`src/rtl/scl_pkg.sv`:
```
// scl_pkg: shared types, character codes and helpers for the script command lexer
// used by scl_step and script_command_lexer_core; no dependencies
package scl_pkg;

  localparam logic [7:0] CH_SLASH = 8'h2F;
  localparam logic [7:0] CH_QUOTE = 8'h22;
  localparam logic [7:0] CH_SEMI  = 8'h3B;
  localparam logic [7:0] CH_NL    = 8'h0A;
  localparam logic [7:0] CH_TAB   = 8'h09;
  localparam logic [7:0] CH_SPACE = 8'h20;
  localparam logic [7:0] CH_CR    = 8'h0D;

  // results one character can cause, and the width of a count of them
  localparam int MaxRes  = 3;
  localparam int ResCntW = $clog2(MaxRes + 1);

  typedef enum logic [1:0] {
    LP_START,
    LP_LINE,
    LP_SKIP
  } line_phase_t;

  typedef enum logic [1:0] {
    TP_BETWEEN,
    TP_PLAIN,
    TP_QUOTED
  } token_phase_t;

  typedef enum logic [1:0] {
    KIND_CHAR,
    KIND_START,
    KIND_END
  } kind_t;

  typedef struct packed {
    logic         held_slash;
    logic         held_token_start;
    line_phase_t  line_phase;
    logic         quote_parity;
    token_phase_t token_phase;
    logic         line_has_token;
  } lex_state_t;

  localparam lex_state_t LexReset = '{
    held_slash:       1'b0,
    held_token_start: 1'b0,
    line_phase:       LP_START,
    quote_parity:     1'b0,
    token_phase:      TP_BETWEEN,
    line_has_token:   1'b0
  };

  typedef struct packed {
    kind_t      kind;
    logic [7:0] ch;
    logic       ok;
  } lex_res_t;

  function automatic logic is_blank(input logic [7:0] c);
    return (c == CH_TAB) || (c == CH_SPACE) || (c == CH_NL) || (c == CH_CR);
  endfunction

endpackage

```
`src/rtl/scl_step.sv`:
```
// scl_step: combinational next state and result list for one script character
// depends on scl_pkg
module scl_step
  import scl_pkg::*;
(
  input  lex_state_t                 state_i,
  input  logic [7:0]                 char_i,
  input  logic                       end_i,
  output lex_state_t                 state_o,
  output lex_res_t [MaxRes-1:0]      res_o,
  output logic [ResCntW-1:0]         cnt_o
);

  lex_state_t            st;
  lex_res_t [MaxRes-1:0] r;
  logic [ResCntW-1:0]    n;

  always_comb begin
    st = state_i;
    r  = '0;
    n  = '0;
    if (end_i) begin
      // a lone held slash becomes an ordinary byte before the line closes
      if (st.held_slash) begin
        if (st.held_token_start) begin
          r[n] = '{kind: KIND_START, ch: 8'h00, ok: 1'b0};
          n = n + ResCntW'(1);
          st.line_has_token = 1'b1;
          st.token_phase    = TP_PLAIN;
        end
        r[n] = '{kind: KIND_CHAR, ch: CH_SLASH, ok: 1'b0};
        n = n + ResCntW'(1);
        st.line_phase = LP_LINE;
      end
      if (st.line_phase != LP_SKIP && st.line_has_token) begin
        r[n] = '{kind: KIND_END, ch: 8'h00, ok: (st.token_phase != TP_QUOTED)};
        n = n + ResCntW'(1);
      end
      st = LexReset;
    end else if (st.line_phase == LP_SKIP) begin
      if (char_i == CH_NL) begin
        st.line_phase = LP_START;
      end
    end else if (st.held_slash && char_i == CH_SLASH) begin
      // double slash: close the line and skip to newline
      if (st.line_has_token) begin
        r[n] = '{kind: KIND_END, ch: 8'h00, ok: (st.token_phase != TP_QUOTED)};
        n = n + ResCntW'(1);
      end
      st = LexReset;
      st.line_phase = LP_SKIP;
    end else begin
      if (st.held_slash) begin
        if (st.held_token_start) begin
          r[n] = '{kind: KIND_START, ch: 8'h00, ok: 1'b0};
          n = n + ResCntW'(1);
          st.line_has_token = 1'b1;
          st.token_phase    = TP_PLAIN;
        end
        r[n] = '{kind: KIND_CHAR, ch: CH_SLASH, ok: 1'b0};
        n = n + ResCntW'(1);
        st.held_slash       = 1'b0;
        st.held_token_start = 1'b0;
        st.line_phase       = LP_LINE;
      end
      if (char_i == CH_SLASH) begin
        st.held_slash       = 1'b1;
        st.held_token_start = (st.token_phase == TP_BETWEEN);
      end else begin
        st.quote_parity = st.quote_parity ^ (char_i == CH_QUOTE);
        if (char_i == CH_NL || (char_i == CH_SEMI && !st.quote_parity)) begin
          if (st.line_has_token) begin
            r[n] = '{kind: KIND_END, ch: 8'h00, ok: (st.token_phase != TP_QUOTED)};
            n = n + ResCntW'(1);
          end
          st.quote_parity   = 1'b0;
          st.token_phase    = TP_BETWEEN;
          st.line_has_token = 1'b0;
          st.line_phase     = LP_START;
        end else begin
          if (!(st.line_phase == LP_START && (char_i == CH_SPACE || char_i == CH_TAB))) begin
            st.line_phase = LP_LINE;
          end
          case (st.token_phase)
            TP_BETWEEN: begin
              if (!is_blank(char_i)) begin
                r[n] = '{kind: KIND_START, ch: 8'h00, ok: 1'b0};
                n = n + ResCntW'(1);
                st.line_has_token = 1'b1;
                if (char_i == CH_QUOTE) begin
                  st.token_phase = TP_QUOTED;
                end else begin
                  r[n] = '{kind: KIND_CHAR, ch: char_i, ok: 1'b0};
                  n = n + ResCntW'(1);
                  st.token_phase = TP_PLAIN;
                end
              end
            end
            TP_PLAIN: begin
              if (is_blank(char_i)) begin
                st.token_phase = TP_BETWEEN;
              end else begin
                r[n] = '{kind: KIND_CHAR, ch: char_i, ok: 1'b0};
                n = n + ResCntW'(1);
              end
            end
            default: begin
              if (char_i == CH_QUOTE) begin
                st.token_phase = TP_BETWEEN;
              end else begin
                r[n] = '{kind: KIND_CHAR, ch: char_i, ok: 1'b0};
                n = n + ResCntW'(1);
              end
            end
          endcase
        end
      end
    end
  end

  assign state_o = st;
  assign res_o   = r;
  assign cnt_o   = n;

endmodule

```
`src/rtl/script_command_lexer_core.sv`:
```
// script_command_lexer_core: input register, lexer step and a three-entry result queue
// depends on scl_pkg and scl_step
// a taken character waits in the input register until the queue takes its results
// throughput: one character per cycle while out_tready is high and each gives at most
//   one result; more results hold the input until the single output port drains them
// reset: synchronous active-low rst_n clears the lexer state, the input register and queue
module script_command_lexer_core
  import scl_pkg::*;
(
  input  logic        clk,
  input  logic        rst_n,
  input  logic        in_tvalid,
  output logic        in_tready,
  input  logic [7:0]  in_tdata,   // [7:0] in_char
  input  logic        in_tlast,   // end_mark
  output logic        out_tvalid,
  input  logic        out_tready,
  output logic [15:0] out_tdata,  // [7:0] out_char, [8] line_ok, rest zero
  output logic [1:0]  out_tuser   // [1:0] kind
);

  logic                  in_valid_r;
  logic [7:0]            in_char_r;
  logic                  in_end_r;
  lex_state_t            state_r;
  lex_state_t            state_nxt;
  lex_res_t [MaxRes-1:0] res_r;
  lex_res_t [MaxRes-1:0] step_res;
  logic [ResCntW-1:0]    cnt_r;
  logic [ResCntW-1:0]    step_cnt;
  logic                  out_fire;
  logic                  load;

  scl_step u_step (
    .state_i (state_r),
    .char_i  (in_char_r),
    .end_i   (in_end_r),
    .state_o (state_nxt),
    .res_o   (step_res),
    .cnt_o   (step_cnt)
  );

  assign out_fire  = out_tvalid && out_tready;
  // queue takes a new batch once it is empty or its last entry leaves now
  assign load      = in_valid_r &&
                     ((cnt_r == '0) || (cnt_r == ResCntW'(1) && out_fire));
  assign in_tready = !in_valid_r || load;

  always_ff @(posedge clk) begin
    if (!rst_n) begin
      in_valid_r <= 1'b0;
    end else if (in_tvalid && in_tready) begin
      in_valid_r <= 1'b1;
    end else if (load) begin
      in_valid_r <= 1'b0;
    end
  end

  always_ff @(posedge clk) begin
    if (in_tvalid && in_tready) begin
      in_char_r <= in_tdata;
      in_end_r  <= in_tlast;
    end
  end

  always_ff @(posedge clk) begin
    if (!rst_n) begin
      state_r <= LexReset;
      cnt_r   <= '0;
    end else if (load) begin
      state_r <= state_nxt;
      cnt_r   <= step_cnt;
    end else if (out_fire) begin
      cnt_r   <= cnt_r - ResCntW'(1);
    end
  end

  always_ff @(posedge clk) begin
    if (load) begin
      res_r <= step_res;
    end else if (out_fire) begin
      for (int i = 0; i < MaxRes - 1; i++) begin
        res_r[i] <= res_r[i+1];
      end
    end
  end

  assign out_tvalid = (cnt_r != '0);
  assign out_tdata  = {7'b0, res_r[0].ok, res_r[0].ch};
  assign out_tuser  = res_r[0].kind;

  // queue never holds more than one character's results
  assert property (@(posedge clk) disable iff (!rst_n)
    cnt_r <= ResCntW'(MaxRes))
    else $error("result queue count out of range");

  // line ends and argument starts carry no character
  assert property (@(posedge clk) disable iff (!rst_n)
    (out_tvalid && (out_tuser == KIND_END || out_tuser == KIND_START))
      |-> (out_tdata[7:0] == 8'h00))
    else $error("non-character result carries a byte");

  // the end mark returns the lexer to its reset state
  assert property (@(posedge clk) disable iff (!rst_n)
    (load && in_end_r) |=> (state_r == LexReset))
    else $error("lexer state not cleared after end mark");

endmodule
```
`config.mk`:
```
export PLATFORM = sky130hd
export DESIGN_NAME = script_command_lexer_core
export DESIGN_NICKNAME = d
export VERILOG_FILES = /design/src/rtl/scl_pkg.sv /design/src/rtl/scl_step.sv /design/src/rtl/script_command_lexer_core.sv
export SDC_FILE = /design/constraint.sdc
export NUM_CORES = 1
export LEC_CHECK = 0
export ABC_CLOCK_PERIOD_IN_PS = 2800
export BUFFER_PORTS_ARGS = -buffer_cell sky130_fd_sc_hd__buf_2
export CORE_MARGIN = 3
export CORE_UTILIZATION = 39
export DETAILED_ROUTE_END_ITERATION = 10
export PLACE_DENSITY = 0.53
export SETUP_SLACK_MARGIN = 0.1
export SLEW_MARGIN = 5
export SYNTH_ARGS = -nofsm -noshare
export SYNTH_HDL_FRONTEND = slang
export SYNTH_HIERARCHICAL = 1
export SYNTH_SLANG_ARGS = --single-unit
```
`constraint.sdc`:
```
create_clock -name clk -period 2.8 [get_ports clk]
set_input_delay 0.28 -clock clk [delete_from_list [all_inputs] [get_ports clk]]
set_output_delay 0.28 -clock clk [all_outputs]
set_load 0.005 [all_outputs]
```
==> results.toml, run 1 <==
[routing]
drt-vias-per-instance = 5.68
firstDrtPassIters = 5
ant_nets = 0
drc = 0
avgRoutedWirePerCell_um = 17.0
routed_wl_um = 8370
num_vias = 2796
drt_iter0_drc = 298

[power]
p_per_area_nw_per_um2 = 575
leakagePower_nw = 1.53
ir_drop_v = 0.000213

[global_routing]
gr-total-overflow = 0
grt_pass1_vias = 2585
grt_max_degree = 26
gr-usage-all-layers_pct = 16.8
antenna_found_initial = 0
grt_pass1_wl_um = 13800

[critical_path]
cp_max_fo = 9
r2r_start = "in_char_r[4]"
path_cells = "or3_1, nor3_2, buf_4, a21oi_1, o21ai_0, o31ai_1, mux2_4"
rrSetupSlack_ps = 250
cp.required_ps = 2870
max_stage_delay_ps = 530
worstRegToRegCells = 7
cpMaxStageDelayCell = "or3_1"
start_kind = "flip-flop"
crit_buf_inv = 1
crit_type = "reg -> reg"
crit_path_end_kind = "flip-flop"
timing.rr.end = "out_tdata[5]"
path_delay_family = "simple AND/OR/NAND/NOR gates"
worstPathArrival_ps = 2620

[placement]
dp_cells = 481
buffer_ports.inserted = 25
hpwl_um = 5980
place_congestion = 0.950

[floorplan]
io_pins = 33
row_count = 34
coreArea_um2 = 8850
start_util_pct = 40.8
die_x_um = 102
die_area_um2 = 10400
die_y_um = 102

[cells_and_area]
final_nets = 399
drive_above_1_share_pct = 24.2
antenna_cells = 0
syn_to_final_growth_pct = 8.95
final_cells = 492

[outcome]
outcome = "finished clean"

[timing]
drv_slew = 0
period_needed_ps = 2550
tightest_slew_ps = 629
final-setup-viol-count = 0
timing.final.crit_share_pct = 90.9
rsz0062_at_grt = "false"
relSlewSlack_pct = 58.0
finClkSkew_ps = 2.93
fmax_ghz = 0.393
holdWs_ps = 136
finalHoldViolCount = 0
tns_ps = 0

[logic_synthesis]
synth_top_flop_cell = "edfxtp_1"
avgSynthCellArea_um2 = 9.91
ys_types = 61
netlist_area_um2 = 3610
ys_seq_area_share_pct = 41.1
synthesis.yosys.warnings = 6
async_flop_share_pct = 0
synth_seq_cells = 53
synth_edf_count = 42
syn_inst = 364

[cts]
numCtsBuffers = 5
clk_latency_ps = 310
clockRootBuffer = "clkbuf_8"
cts.sinks = 53
h-tree-depth = 2
clk_pin_slew_worst_paths_ps = 100
post-cts-setup-buffers = 0
cts_resized = 0
ctsHoldBuffers = 0
cts_tree = "built"
clock_path_buffers = 2

[hold_path]
holdCritStartpoint = "in_tdata[3]"
hp-class = "in -> reg"
min_path_cells = 1
min_to = "in_char_r[3]"

[run]
cap_violations = 0
==> where the power goes <==
group	switching [W]	internal, W
logic	0.000298	0.000260
registers	0.0000585	0.00101
clock network	0.000269	0.000360
total	0.000626	0.00163
==> synthesized netlist by cell type (2+ instances only) <==
library cell | number | area (um2)
edfxtp_1 | 42 | 1260
a21oi_1 | 28 | 140
nor2_1 | 22 | 82.6
o21ai_0 | 21 | 105
buf_4 | 19 | 143
nand3_1 | 19 | 95.1
mux2_4 | 17 | 255
clkbuf_1 | 15 | 56.3
inv_1 | 14 | 52.6
nand2_1 | 14 | 52.6
dfxtp_1 | 11 | 220
and2_1 | 9 | 56.3
nor3_1 | 9 | 45.0
nor3b_1 | 8 | 60.1
a21o_1 | 7 | 52.6
buf_6 | 7 | 78.8
nor2b_1 | 7 | 43.8
o31ai_1 | 7 | 52.6
mux2_2 | 6 | 67.6
a211oi_1 | 5 | 37.5
a311oi_1 | 5 | 43.8
and3_1 | 5 | 31.3
o221ai_1 | 5 | 43.8
or3_1 | 5 | 31.3
mux2i_1 | 4 | 40.0
nand2b_1 | 4 | 25.0
a31oi_1 | 3 | 18.8
buf_2 | 3 | 15.0
ha_1 | 3 | 37.5
o21a_1 | 3 | 22.5
o22ai_1 | 3 | 18.8
buf_1 | 2 | 7.51
conb_1 | 2 | 7.51
nor3_2 | 2 | 20.0
o211ai_1 | 2 | 15.0
==> how the worst max path moves through the flow <==
stage,startpoint,to,slack (ps),cells past startpoint
detailed placement,in_char_r[4],out_tdata[5],270,7
floorplan,in_char_r[2],out_tdata[0],360,8
finish,in_char_r[4],out_tdata[5],250,7
global route,in_char_r[4],out_tdata[5],130,7
global placement,in_char_r[4],out_tdata[5],270,7
CTS,in_char_r[4],out_tdata[5],260,7
==> cell families after synthesis <==
| kind of cell | after synthesis | share of synthesized area, % |
|---|---|---|
| AOI/OAI and AO/OA | 101 | 18.7 |
| xor gates and xnor gates | 2 | 0.486 |
| adders and majority gates | 3 | 1.04 |
| buffers and inverters | 61 | 9.89 |
| DFF | 53 | 41.1 |
| muxes | 27 | 10.1 |
| other | 2 | 0.208 |
| and+or+nand+nor | 115 | 18.5 |
==> cell type report <==
type | instances | area [um2]
Clock buffer | 5 | 68.8
Clock inverter | 3 | 68.8
Fill cell | 861 | 4920
Inverter | 15 | 56.3
Multi-Input combinational cell | 256 | 1790
Sequential cell | 53 | 1480
Tap cell | 108 | 135
Timing Repair Buffer | 52 | 328
==> stage by stage <==
step | area [um2] | util (%) | total power [W] | setup slack, ps
global placement | 3770 | 42.6 | 0.00164 | 269
global route | 3930 | 44.4 | 0.00239 | 128
detailed placement | 3770 | 42.6 | 0.00165 | 274
finish | 3930 | 44.4 | 0.00226 | 254
CTS | 3910 | 44.2 | 0.00228 | 263
floorplan | 3630 | - | 0.00156 | 358
==> cell usage in the layout, fill, tap and decap left out, types with 6 or more instances in the layout <==
cell type	n
edfxtp_1	42
a21oi_1	28
buf_4	27
buf_2	25
nor2_1	22
o21ai_0	21
nand3_1	19
mux2_4	17
inv_1	14
nand2_1	14
dfxtp_1	11
and2_1	9
nor3_1	9
conb_1	8
nor3b_1	8
nor2b_1	7
a21o_1	7
o31ai_1	7
mux2_2	6
==> state kept, by name (all words and copies together) (netlist names) <==
register and count:
in_end_r 1, in_valid_r 1, res_r 22, out_tuser 2, state_r 8, in_char_r 8, out_tdata 9, cnt_r 2
==> layer usage <==
layer | vias up | global-route usage [%] | share of wire (%)
li1 | 1357 | - | -
met1 | 1322 | 24.7 | 48
met2 | 106 | 25.6 | 45
met3 | 11 | 2.66 | 5.6
met4 | 0 | 4.54 | 1.3
met5 | - | 0 | 0
Note: power is estimated with default switching activity, not from simulation.
==> run 2, diff against run 1 <==
RECOVER_POWER = 25   (was not set)
==> run 2 against run 1 <==
First-iteration DRC count decreased by 7.4%. Largest cell class unchanged. Clock power is essentially flat. Clock skew hardly changed. Sequential power is essentially flat. Count of clock-buffer cells in the layout stayed put. Critical endpoint unchanged. Critical path type unchanged.
==> results.toml, run 2 (synthesis gave the netlist of run 1 again) <==
[outcome]
outcome = "finished clean"

[routing]
drc = 0
firstDrtPassIters = 5
routed_wl_um = 8400
avgRoutedWirePerCell_um = 17.1
num_vias = 2821
drt-vias-per-instance = 5.73
drt_iter0_drc = 276
ant_nets = 0

[floorplan]
row_count = 34
start_util_pct = 40.8
die_y_um = 102
coreArea_um2 = 8850
die_x_um = 102
die_area_um2 = 10400
io_pins = 33

[timing]
final-setup-viol-count = 0
finClkSkew_ps = 3.33
fmax_ghz = 0.393
drv_slew = 0
relSlewSlack_pct = 52.8
tightest_slew_ps = 708
tns_ps = 0
rsz0062_at_grt = "false"
timing.final.crit_share_pct = 91.0
finalHoldViolCount = 0
period_needed_ps = 2550

[cells_and_area]
final_common_cell = "edfxtp_1"
layout_common_cells = "edfxtp_1 (42), a21oi_1 (28), buf_4 (26)"
n_fill_cell = 867
final_nets = 399
largest_reg_flops = 22
top_register = "res_r"
final_cells = 492
antenna_cells = 0
syn_to_final_growth_pct = 8.64
drive_above_1_share_pct = 22.4

[hold_path]
holdCritStartpoint = "in_tdata[3]"
hp-class = "in -> reg"

[placement]
hpwl_um = 5980
buffer_ports.inserted = 25
dp_cells = 481
place_congestion = 0.950

[critical_path]
worstPathArrival_ps = 2620
start_kind = "flip-flop"
critical_path.startpoint = "in_char_r[4]"
crit_path_end_kind = "flip-flop"
cp.required_ps = 2880
crit_type = "reg -> reg"
cp_max_fo = 9
r2r_start = "in_char_r[4]"

[run]
cap_violations = 0

[cts]
ctsHoldBuffers = 0
cts_tree = "built"
cts.sinks = 53
clock_path_buffers = 2
numCtsBuffers = 5
clockRootBuffer = "clkbuf_8"
h-tree-depth = 2
cts_resized = 0
clk_pin_slew_worst_paths_ps = 100
post-cts-setup-buffers = 0
clk_latency_ps = 310

[power]
p_int_w = 0.00162
p_per_area_nw_per_um2 = 575
ir_drop_v = 0.000213
p_seq_share_pct = 47.7
clkPwrFrac_pct = 28.0
switching_share_pct = 27.9
comb_power_share_pct = 24.3
leakagePower_nw = 1.51
p_switching_w = 0.000629

[global_routing]
antenna_found_initial = 0
gr-usage-all-layers_pct = 16.8
grt_max_degree = 26
gr-total-overflow = 0
grt_pass1_vias = 2585
grt_pass1_wl_um = 13800
-- run 2: per-stage QoR --
stage          total power [W]  hold WS, ps  utilization [%]  setup slack [ps]  instance area [um2]
5_1_grt                0.00238          121             44.3               128                 3920
2_1_floorplan          0.00156          379                -               358                 3630
4_1_cts                0.00228          129             44.2               263                 3910
3_5_place_dp           0.00165          458             42.6               274                 3770
3_3_place_gp           0.00164          457             42.6               269                 3770
6_report               0.00225          133             44.3               253                 3920
-- run 2: worst paths after layout --
kind	endpoint	slack [ps]	cells past startpoint
max	out_tdata[5]	250	7
min	in_char_r[3]	130	1
max reg2reg	out_tdata[5]	250	7
min reg2reg	state_r[5]	520	2
-- run 2: per-layer routing --
metal	up-vias	part of all wire, %	track usage [%]
li1	1354	-	-
met1	1317	47	24.7
met2	135	45	25.6
met3	15	6.6	2.66
met4	0	1.4	4.54
met5	-	0	0
-- run 2: worst max-delay path, stage by stage (launching register included) --
cell and delay, ps:
edfxtp_1 510, or3_1 530, nor3_2 200, buf_4 180
a21oi_1 100, o21ai_0 350, o31ai_1 160, mux2_4 280
-- run 2: power groups by stage --
stage / logic, W / clock network (W) / registers (W)
2_1_floorplan: 0.000492 / 0 / 0.00107
3_3_place_gp: 0.000551 / 0 / 0.00109
3_5_place_dp: 0.000554 / 0 / 0.00109
4_1_cts: 0.000555 / 0.000648 / 0.00108
5_1_grt: 0.000608 / 0.000678 / 0.00109
6_report: 0.000548 / 0.000630 / 0.00107
-- run 2: area by class of cell --
type | count | area, um2 | area share (%)
multi-input combinational | 256 | 1790 | 45.7
sequential | 53 | 1480 | 37.8
timing repair buffer | 52 | 317 | 8.08
tap | 108 | 135 | 3.45
clock buffer | 5 | 68.8 | 1.76
clock inverter | 3 | 68.8 | 1.76
inverter | 15 | 56.3 | 1.44
